===== src/rtl/sha1bs_pkg.sv =====
// Shared types and constants of the SHA-1 byte-stream hash.
// Used by sha1bs_core and sha1_byte_stream_hash_top; depends on nothing else.
package sha1bs_pkg;

    typedef struct packed {
        logic [7:0] data_byte;
        logic       has_byte;
        logic       last_item;
    } t_in_item;

    typedef struct packed {
        logic [31:0] digest_word;
        logic [2:0]  word_index;
        logic        last_word;
    } t_out_item;

    // Five 32-bit words, index 0 is the most significant digest word.
    typedef logic [0:4][31:0] t_chain;

    typedef struct packed {
        logic       shift_en;
        logic [7:0] shift_byte;
        logic       start;
        logic       reinit;
    } t_core_ctl;

    typedef struct packed {
        logic busy;
        logic done;
    } t_core_sts;

    localparam t_chain SHA1_IV = {32'h67452301, 32'hEFCDAB89, 32'h98BADCFE,
                                  32'h10325476, 32'hC3D2E1F0};

    localparam logic [31:0] K_R0 = 32'h5A827999;
    localparam logic [31:0] K_R1 = 32'h6ED9EBA1;
    localparam logic [31:0] K_R2 = 32'h8F1BBCDC;
    localparam logic [31:0] K_R3 = 32'hCA62C1D6;

    localparam logic [7:0] PAD_MARK      = 8'h80;
    localparam logic [6:0] NUM_ROUNDS    = 7'd80;
    localparam logic [6:0] SCHED_WORDS   = 7'd16;
    localparam logic [2:0] LAST_WORD_IDX = 3'd4;
    localparam logic [5:0] LEN_POS       = 6'd56;
    localparam logic [5:0] BLOCK_END_POS = 6'd63;

endpackage


===== src/rtl/sha1bs_core.sv =====
// SHA-1 compression core: 512-bit byte-loaded block/schedule register,
// one shared round unit used 80 times per block, and the chaining value.
// Depends on sha1bs_pkg.
module sha1bs_core
    import sha1bs_pkg::*;
(
    input  logic      i_clk,
    input  logic      i_rst_n,
    input  t_core_ctl i_ctl,
    output t_core_sts o_sts,
    output t_chain    o_chain
);

    logic [31:0] r_w [16];
    logic [31:0] r_a, r_b, r_c, r_d, r_e;
    logic        r_busy;
    logic [6:0]  r_round;
    t_chain      r_chain;

    logic [31:0] w_cur;
    logic [31:0] w_f;
    logic [31:0] w_k;
    logic [31:0] w_t;
    logic        w_run;

    assign w_run = r_busy && (r_round != NUM_ROUNDS);

    // The schedule rotates through the first 16 rounds, so the window holds
    // W[t-16..t-1] in order when the expansion starts.
    always_comb begin
        if (r_round < SCHED_WORDS) begin
            w_cur = r_w[0];
        end else begin
            w_cur = r_w[13] ^ r_w[8] ^ r_w[2] ^ r_w[0];
            w_cur = {w_cur[30:0], w_cur[31]};
        end
    end

    always_comb begin
        if (r_round inside {[7'd0:7'd19]}) begin
            w_f = (r_b & r_c) | (~r_b & r_d);
            w_k = K_R0;
        end else if (r_round inside {[7'd20:7'd39]}) begin
            w_f = r_b ^ r_c ^ r_d;
            w_k = K_R1;
        end else if (r_round inside {[7'd40:7'd59]}) begin
            w_f = (r_b & r_c) | (r_b & r_d) | (r_c & r_d);
            w_k = K_R2;
        end else begin
            w_f = r_b ^ r_c ^ r_d;
            w_k = K_R3;
        end
    end

    assign w_t = {r_a[26:0], r_a[31:27]} + w_f + r_e + w_k + w_cur;

    always_ff @(posedge i_clk) begin
        if (i_ctl.shift_en) begin
            // Bytes enter at the low end; the block reads big-endian when full.
            for (int i = 0; i < 15; i++) begin
                r_w[i] <= {r_w[i][23:0], r_w[i+1][31:24]};
            end
            r_w[15] <= {r_w[15][23:0], i_ctl.shift_byte};
        end else if (w_run) begin
            for (int i = 0; i < 15; i++) begin
                r_w[i] <= r_w[i+1];
            end
            r_w[15] <= w_cur;
        end
    end

    always_ff @(posedge i_clk) begin
        if (i_ctl.start) begin
            r_a <= r_chain[0];
            r_b <= r_chain[1];
            r_c <= r_chain[2];
            r_d <= r_chain[3];
            r_e <= r_chain[4];
        end else if (w_run) begin
            r_a <= w_t;
            r_b <= r_a;
            r_c <= {r_b[1:0], r_b[31:2]};
            r_d <= r_c;
            r_e <= r_d;
        end
    end

    always_ff @(posedge i_clk) begin
        if (!i_rst_n) begin
            r_busy  <= 1'b0;
            r_round <= '0;
            r_chain <= SHA1_IV;
        end else begin
            if (i_ctl.start) begin
                r_busy  <= 1'b1;
                r_round <= '0;
            end else if (r_busy) begin
                if (r_round == NUM_ROUNDS) begin
                    r_busy     <= 1'b0;
                    r_chain[0] <= r_chain[0] + r_a;
                    r_chain[1] <= r_chain[1] + r_b;
                    r_chain[2] <= r_chain[2] + r_c;
                    r_chain[3] <= r_chain[3] + r_d;
                    r_chain[4] <= r_chain[4] + r_e;
                end else begin
                    r_round <= r_round + 7'd1;
                end
            end
            if (i_ctl.reinit) begin
                r_chain <= SHA1_IV;
            end
        end
    end

    assign o_sts.busy = r_busy;
    assign o_sts.done = r_busy && (r_round == NUM_ROUNDS);
    assign o_chain    = r_chain;

endmodule


===== src/rtl/sha1_byte_stream_hash_top.sv =====
// SHA-1 byte-stream hash, top level: request handshakes, padding sequencer,
// bit-length counter and digest output buffer. Depends on sha1bs_pkg, sha1bs_core.
//
// A message byte is taken in the idle state and the next request is taken in the
// following cycle, except that the 64th byte of each block starts a compression
// that holds off input until it is done: 80 rounds through the single round unit
// and a fold of the result into the chaining value. The last request appends
// the padding (0x80, zeros up to byte 56, then the eight length bytes) one byte
// per cycle, pausing while a full block is compressed; the padding takes one
// compression, or two when 56 or more message bytes follow the last full block.
// The five digest words then leave from an output buffer, first word first, while
// new message bytes are already being taken; the next digest waits for that
// buffer to empty.
module sha1_byte_stream_hash_top
    import sha1bs_pkg::*;
(
    input  logic      i_clk,
    input  logic      i_rst_n,
    input  logic      i_in_valid,
    output logic      o_in_stall,
    input  t_in_item  i_in_data,
    output logic      o_out_valid,
    input  logic      i_out_stall,
    output t_out_item o_out_data
);

    localparam logic [1:0] S_IDLE  = 2'd0;
    localparam logic [1:0] S_COMP  = 2'd1;
    localparam logic [1:0] S_PAD   = 2'd2;
    localparam logic [1:0] S_FINAL = 2'd3;

    localparam logic [1:0] PH_MARK = 2'd0;
    localparam logic [1:0] PH_ZERO = 2'd1;
    localparam logic [1:0] PH_LEN  = 2'd2;

    logic [1:0]  r_state,   n_state;
    logic [1:0]  r_after,   n_after;
    logic [1:0]  r_pad_ph,  n_pad_ph;
    logic [5:0]  r_pos,     n_pos;
    logic [63:0] r_bits,    n_bits;
    logic [63:0] r_len,     n_len;
    t_chain      r_dig,     n_dig;
    logic [2:0]  r_out_idx, n_out_idx;
    logic        r_out_act, n_out_act;

    t_core_ctl w_ctl;
    t_core_sts w_sts;
    t_chain    w_chain;
    logic      w_in_acc;
    logic      w_out_acc;
    logic [5:0] w_pos_inc;

    sha1bs_core u_core (
        .i_clk   (i_clk),
        .i_rst_n (i_rst_n),
        .i_ctl   (w_ctl),
        .o_sts   (w_sts),
        .o_chain (w_chain)
    );

    assign o_in_stall = (r_state != S_IDLE);
    assign w_in_acc   = i_in_valid && !o_in_stall;
    assign w_out_acc  = r_out_act && !i_out_stall;
    assign w_pos_inc  = r_pos + 6'd1;

    always_comb begin
        n_state   = r_state;
        n_after   = r_after;
        n_pad_ph  = r_pad_ph;
        n_pos     = r_pos;
        n_bits    = r_bits;
        n_len     = r_len;
        n_dig     = r_dig;
        n_out_idx = r_out_idx;
        n_out_act = r_out_act;
        w_ctl     = '0;

        if (w_out_acc) begin
            n_dig = {r_dig[1:4], 32'h0};
            if (r_out_idx == LAST_WORD_IDX) begin
                n_out_act = 1'b0;
            end else begin
                n_out_idx = r_out_idx + 3'd1;
            end
        end

        case (r_state)
            S_IDLE: begin
                if (w_in_acc) begin
                    if (i_in_data.has_byte) begin
                        w_ctl.shift_en   = 1'b1;
                        w_ctl.shift_byte = i_in_data.data_byte;
                        n_pos            = w_pos_inc;
                        n_bits           = r_bits + 64'd8;
                    end
                    if (i_in_data.last_item) begin
                        n_pad_ph = PH_MARK;
                        n_len    = i_in_data.has_byte ? (r_bits + 64'd8) : r_bits;
                        n_state  = S_PAD;
                    end
                    if (i_in_data.has_byte && (r_pos == BLOCK_END_POS)) begin
                        w_ctl.start = 1'b1;
                        n_after     = i_in_data.last_item ? S_PAD : S_IDLE;
                        n_state     = S_COMP;
                    end
                end
            end
            S_COMP: begin
                if (w_sts.done) begin
                    n_state = r_after;
                end
            end
            S_PAD: begin
                w_ctl.shift_en = 1'b1;
                n_pos          = w_pos_inc;
                case (r_pad_ph)
                    PH_MARK: w_ctl.shift_byte = PAD_MARK;
                    PH_LEN:  w_ctl.shift_byte = r_len[63:56];
                    default: w_ctl.shift_byte = 8'h00;
                endcase
                if (r_pad_ph == PH_LEN) begin
                    n_len = {r_len[55:0], 8'h00};
                end else if (w_pos_inc == LEN_POS) begin
                    n_pad_ph = PH_LEN;
                end else begin
                    n_pad_ph = PH_ZERO;
                end
                if (r_pos == BLOCK_END_POS) begin
                    w_ctl.start = 1'b1;
                    n_after     = (r_pad_ph == PH_LEN) ? S_FINAL : S_PAD;
                    n_state     = S_COMP;
                end
            end
            S_FINAL: begin
                if (!r_out_act) begin
                    n_dig        = w_chain;
                    n_out_idx    = '0;
                    n_out_act    = 1'b1;
                    w_ctl.reinit = 1'b1;
                    n_pos        = '0;
                    n_bits       = '0;
                    n_state      = S_IDLE;
                end
            end
            default: begin
                n_state = S_IDLE;
            end
        endcase
    end

    always_ff @(posedge i_clk) begin
        if (!i_rst_n) begin
            r_state   <= S_IDLE;
            r_after   <= S_IDLE;
            r_pad_ph  <= PH_MARK;
            r_pos     <= '0;
            r_bits    <= '0;
            r_out_idx <= '0;
            r_out_act <= 1'b0;
        end else begin
            r_state   <= n_state;
            r_after   <= n_after;
            r_pad_ph  <= n_pad_ph;
            r_pos     <= n_pos;
            r_bits    <= n_bits;
            r_out_idx <= n_out_idx;
            r_out_act <= n_out_act;
        end
    end

    always_ff @(posedge i_clk) begin
        r_len <= n_len;
        r_dig <= n_dig;
    end

    assign o_out_valid            = r_out_act;
    assign o_out_data.digest_word = r_dig[0];
    assign o_out_data.word_index  = r_out_idx;
    assign o_out_data.last_word   = (r_out_idx == LAST_WORD_IDX);

    a_done_in_comp: assert property (@(posedge i_clk) disable iff (!i_rst_n)
        w_sts.done |-> (r_state == S_COMP))
        else $error("compression finished outside the compress state");

    a_idle_core_quiet: assert property (@(posedge i_clk) disable iff (!i_rst_n)
        (r_state == S_IDLE) |-> !w_sts.busy)
        else $error("round unit busy while requests are taken");

    a_len_phase_pos: assert property (@(posedge i_clk) disable iff (!i_rst_n)
        ((r_state == S_PAD) && (r_pad_ph == PH_LEN)) |-> (r_pos >= LEN_POS))
        else $error("length bytes placed before byte 56 of the block");

    a_out_idx_range: assert property (@(posedge i_clk) disable iff (!i_rst_n)
        r_out_act |-> (r_out_idx <= LAST_WORD_IDX))
        else $error("digest word index out of range");

    a_final_clears: assert property (@(posedge i_clk) disable iff (!i_rst_n)
        ((r_state == S_FINAL) && !r_out_act) |=>
            ((r_pos == 6'd0) && (r_bits == 64'd0) && r_out_act))
        else $error("message state not cleared after the digest");

endmodule

===== config.mk =====
export PLATFORM = sky130hd
export DESIGN_NAME = sha1_byte_stream_hash_top
export DESIGN_NICKNAME = d
export VERILOG_FILES = /design/src/rtl/sha1bs_pkg.sv /design/src/rtl/sha1bs_core.sv /design/src/rtl/sha1_byte_stream_hash_top.sv
export SDC_FILE = /design/constraint.sdc
export NUM_CORES = 2
export LEC_CHECK = 0
export BUFFER_PORTS_ARGS = -buffer_cell sky130_fd_sc_hd__buf_4
export CORE_ASPECT_RATIO = 0.5
export CORE_MARGIN = 10
export CORE_UTILIZATION = 35
export DETAILED_ROUTE_END_ITERATION = 7
export HOLD_SLACK_MARGIN = 0.08
export PLACE_DENSITY = 0.49
export SLEW_MARGIN = 30
export SYNTH_ARGS = -nofsm -noshare
export SYNTH_HDL_FRONTEND = slang
export SYNTH_HIERARCHICAL = 1
export SYNTH_SLANG_ARGS = --single-unit

===== constraint.sdc =====
create_clock -name i_clk -period 18.1 [get_ports i_clk]
set_input_delay 3.62 -clock i_clk [delete_from_list [all_inputs] [get_ports i_clk]]
set_output_delay 3.62 -clock i_clk [all_outputs]
set_load 0.02 [all_outputs]

==> results.tsv <==
stage	metric	value	unit
outcome	result of the run	finished, final reports clean	
critical_path	stages on the worst setup path	9	
critical_path	cell with the most instances on the worst path	sky130_fd_sc_hd__buf_4	
critical_path	critical path startpoint category	primary input	
critical_path	Cell Chain, Critical Path	buf_4, nand2_1, nor2_1, nor2_1, nor3_2, buf_12, nand2b_4, buf_4, buf_4	
timing	total setup violations reported at the end of the flow	0	
power_and_ir_drop	final total power	0.00716	W
cts	number of H-tree levels	3	
global_routing	pin count of the biggest net entering global routing	201	
timing	worst rel slew slack	30.4	%
drt	Pre-Repair DR Iteration Count	5	
cts	number of buffers added by the clock tree synthesis step	111	
critical_path	data required time of the critical path	18.44	ns
critical_path	Crit path largest cell delay	0.84	ns
cts	# resized after CTS	0	
critical_path	RR Endpoint	u_core/r_a[28]	
timing	worst setup margin	10.22	ns
timing	setup repair after global routing missed its margin	false	
die	I/O pins	52	
critical_path	WP buf/inv	4	
cts	Clock Tree Buf Depth	3	
cts	Sinks on Clock Net	1138	
die	die outline width	609	um
final_layout	proportion of layout cells with a drive suffix above 1	16.0	%
cts	Clk Tree Root Cell	sky130_fd_sc_hd__clkbuf_16	
timing	achievable frequency	0.127	GHz
final_layout	fill cell count	16600	
critical_path	Slowest-stage cell, CP	sky130_fd_sc_hd__buf_4	
critical_path	peak fanout along the critical path	187	
drt	average via count per standard cell	5.29	
synthesis	syn_nets	5909	
die	placeable core region	171000	um^2
drt	highest signal layer in the routed design	met5	
critical_path	critical path data arrival time	8.22	ns
timing	portion of the clock cycle consumed by the worst path in the final layout	43.5	%
critical_path	cells on worst reg2reg path	23	
drt	DRC viols	0	
global_routing	global-route wire length before repair	254	mm
placement	RD Place Congestion	0.872	
drt	drt total wl	167	mm
drt	total met2 wirelength after detailed routing	73.5	mm
global_routing	number of global-route vias before repair	41000	
timing	Post-Route Skew	0.0342	ns
placement	half-perimeter wire length after detailed placement	115	mm
die	Die Ht	315	um
synthesis	cell area after synthesis	60700	um^2
timing	pin slew with the least headroom to its limit	1.04	ns
critical_path	Worst Setup SP	i_in_data[1]	
placement	number of buffers added on ports	51	
critical_path	element type at the critical path end	flop	
power_and_ir_drop	total leakage power	25.3	nW
drt	antenna-violating nets left	0	
drt	post-DR wirelength/cell	21.2	um
final_layout	number of nets in the finished design	5823	
timing	Final Critical Period	7.88	ns
timing	Post-Route Setup TNS	0	ns
critical_path	reg-to-reg slack, setup	10.70	ns
synthesis	Post-Syn Instances	5571	
global_routing	number of antenna violations at the first check in global routing	6	
synthesis	count of warnings emitted by yosys	6	
hold_path	worst min-delay path category	flop to flop	
timing	final hold vios	0	
drt	total length of routed met3 wires	7.53	mm
cts	total setup buffers inserted after CTS	0	
critical_path	CP top delay family	buffers and inverters	
drt	Via Count	41600	
timing	Final Slew Violations	0	
die	initial cell density of the core	35.4	%
drt	metal1 wirelength	81.3	mm
cts	clock edge transition at the registers on the reported setup and hold paths	0.06	ns
drt	iteration-0 DRC count of the detailed router	3439	
cts	TritonCTS clock tree	built	
global_routing	global router's overall resource usage	16.8	%
die	die area	192000	um^2
run	Max-cap violations	0	
final_layout	area delta synth->final	10.4	%
die	number of standard-cell rows in the floorplan	107	
power_and_ir_drop	worst IR drop on VDD	75.8	uV
global_routing	overall overflow remaining after global route	0	
critical_path	last element of the critical path	u_core/r_e[6]	
power_and_ir_drop	PwrDens	107	nW/um^2
cts	Skew-Pair Late Insertion Delay	0.74	ns
synthesis	synthesized area per cell	10.9	um^2
critical_path	critical setup path kind	primary input to flop	
placement	post-placement worst setup slack	9.44	ns
cts	quantity of hold-fixing buffers added after cts	0	
critical_path	worst r2r src	u_core/r_round[0]	
timing	worst hold-check slack	0.440	ns
## power by group
part           switching, W  leakage, nW  total (W)  internal (W)
Clock               0.00107         1.81    0.00242       0.00135
Sequential         0.000233         10.2    0.00352       0.00329
Combinational      0.000684         13.3    0.00121      0.000530
## worst min-delay path by stage
stage	from	end	slack (ns)	cells past startpoint
floorplan	r_dig[100]	r_dig[100]	0.42	2
global placement	r_dig[100]	r_dig[100]	0.43	2
detailed placement	r_dig[114]	r_dig[114]	0.43	2
CTS	r_dig[114]	r_dig[114]	0.44	2
global route	r_dig[40]	r_dig[40]	0.45	2
finish	r_dig[91]	r_dig[91]	0.44	2
## worst reg2reg max path, stage by stage, from the launching register on
cell                       delay (ns)
sky130_fd_sc_hd__dfxtp_1         0.33
sky130_fd_sc_hd__ha_1            0.23
sky130_fd_sc_hd__nor3_1          0.26
sky130_fd_sc_hd__o21ai_0         0.15
sky130_fd_sc_hd__nand2_1         0.08
sky130_fd_sc_hd__buf_4           0.53
sky130_fd_sc_hd__inv_1           0.42
sky130_fd_sc_hd__nor2_2          0.19
sky130_fd_sc_hd__inv_1           0.28
sky130_fd_sc_hd__buf_4           0.33
sky130_fd_sc_hd__o21ai_0         0.58
sky130_fd_sc_hd__fa_1            0.55
sky130_fd_sc_hd__fa_1            0.43
sky130_fd_sc_hd__ha_1            0.40
sky130_fd_sc_hd__and4_1          0.26
sky130_fd_sc_hd__a21oi_1         0.23
sky130_fd_sc_hd__nand4b_1        0.20
sky130_fd_sc_hd__a21oi_1         0.31
sky130_fd_sc_hd__o31ai_1         0.16
sky130_fd_sc_hd__a221oi_1        0.53
sky130_fd_sc_hd__o21ai_0         0.15
sky130_fd_sc_hd__a21oi_1         0.21
sky130_fd_sc_hd__xor2_1          0.21
sky130_fd_sc_hd__o21ai_0         0.10
## cell type report
class | count | area (um^2) | area share [%]
sequential | 1138 | 30100 | 44.9
clock inverter | 58 | 604 | 0.901
clock buffer | 152 | 3120 | 4.65
timing repair buffer | 104 | 902 | 1.35
antenna | 1 | 2.50 | 0.00373
tap | 2289 | 2860 | 4.27
multi-input combinational | 3848 | 28400 | 42.3
inverter | 282 | 1070 | 1.60
## state kept, by name (all words and copies together) (netlist names), 3 cells and up
name            flops
u_core/r_d         32
r_pos               6
u_core/r_e         32
r_bits             61
u_core/r_round      7
r_dig             128
u_core/r_a         32
r_out_idx           3
u_core/r_c         32
o_out_data         32
u_core/o_chain    160
u_core/r_w        512
u_core/r_b         32
r_len              61
## cell usage in the layout, fill, tap and decap left out, types with 92 or more instances in the layout
cell type	n
sky130_fd_sc_hd__nand2_1	788
sky130_fd_sc_hd__edfxtp_1	733
sky130_fd_sc_hd__mux2_2	557
sky130_fd_sc_hd__dfxtp_1	405
sky130_fd_sc_hd__o21ai_0	360
sky130_fd_sc_hd__a21oi_1	342
sky130_fd_sc_hd__inv_1	279
sky130_fd_sc_hd__xnor2_1	210
sky130_fd_sc_hd__ha_1	199
sky130_fd_sc_hd__nor2_1	193
sky130_fd_sc_hd__a22oi_1	133
sky130_fd_sc_hd__fa_1	125
sky130_fd_sc_hd__clkbuf_16	116
sky130_fd_sc_hd__a21o_1	104
sky130_fd_sc_hd__xor2_1	97
sky130_fd_sc_hd__buf_4	92
## stage by stage
| stage | util (%) | instances | cell area [um^2] |
|---|---|---|---|
| 2_1_floorplan | - | 5571 | 60700 |
| 3_3_place_gp | 36.9 | 7658 | 63200 |
| 3_5_place_dp | 36.9 | 7659 | 63300 |
| 4_1_cts | 39.1 | 7869 | 67000 |
| 5_1_grt | 39.1 | 7871 | 67100 |
| 6_report | 39.1 | 7872 | 67100 |
## routing by layer
metal	vias up	global-route usage, %
met4	2	4.64
li1	19800	-
met5	-	0
met1	20600	24.2
met2	981	26.2
met3	241	2.32
(Power assumes the default switching activity.)
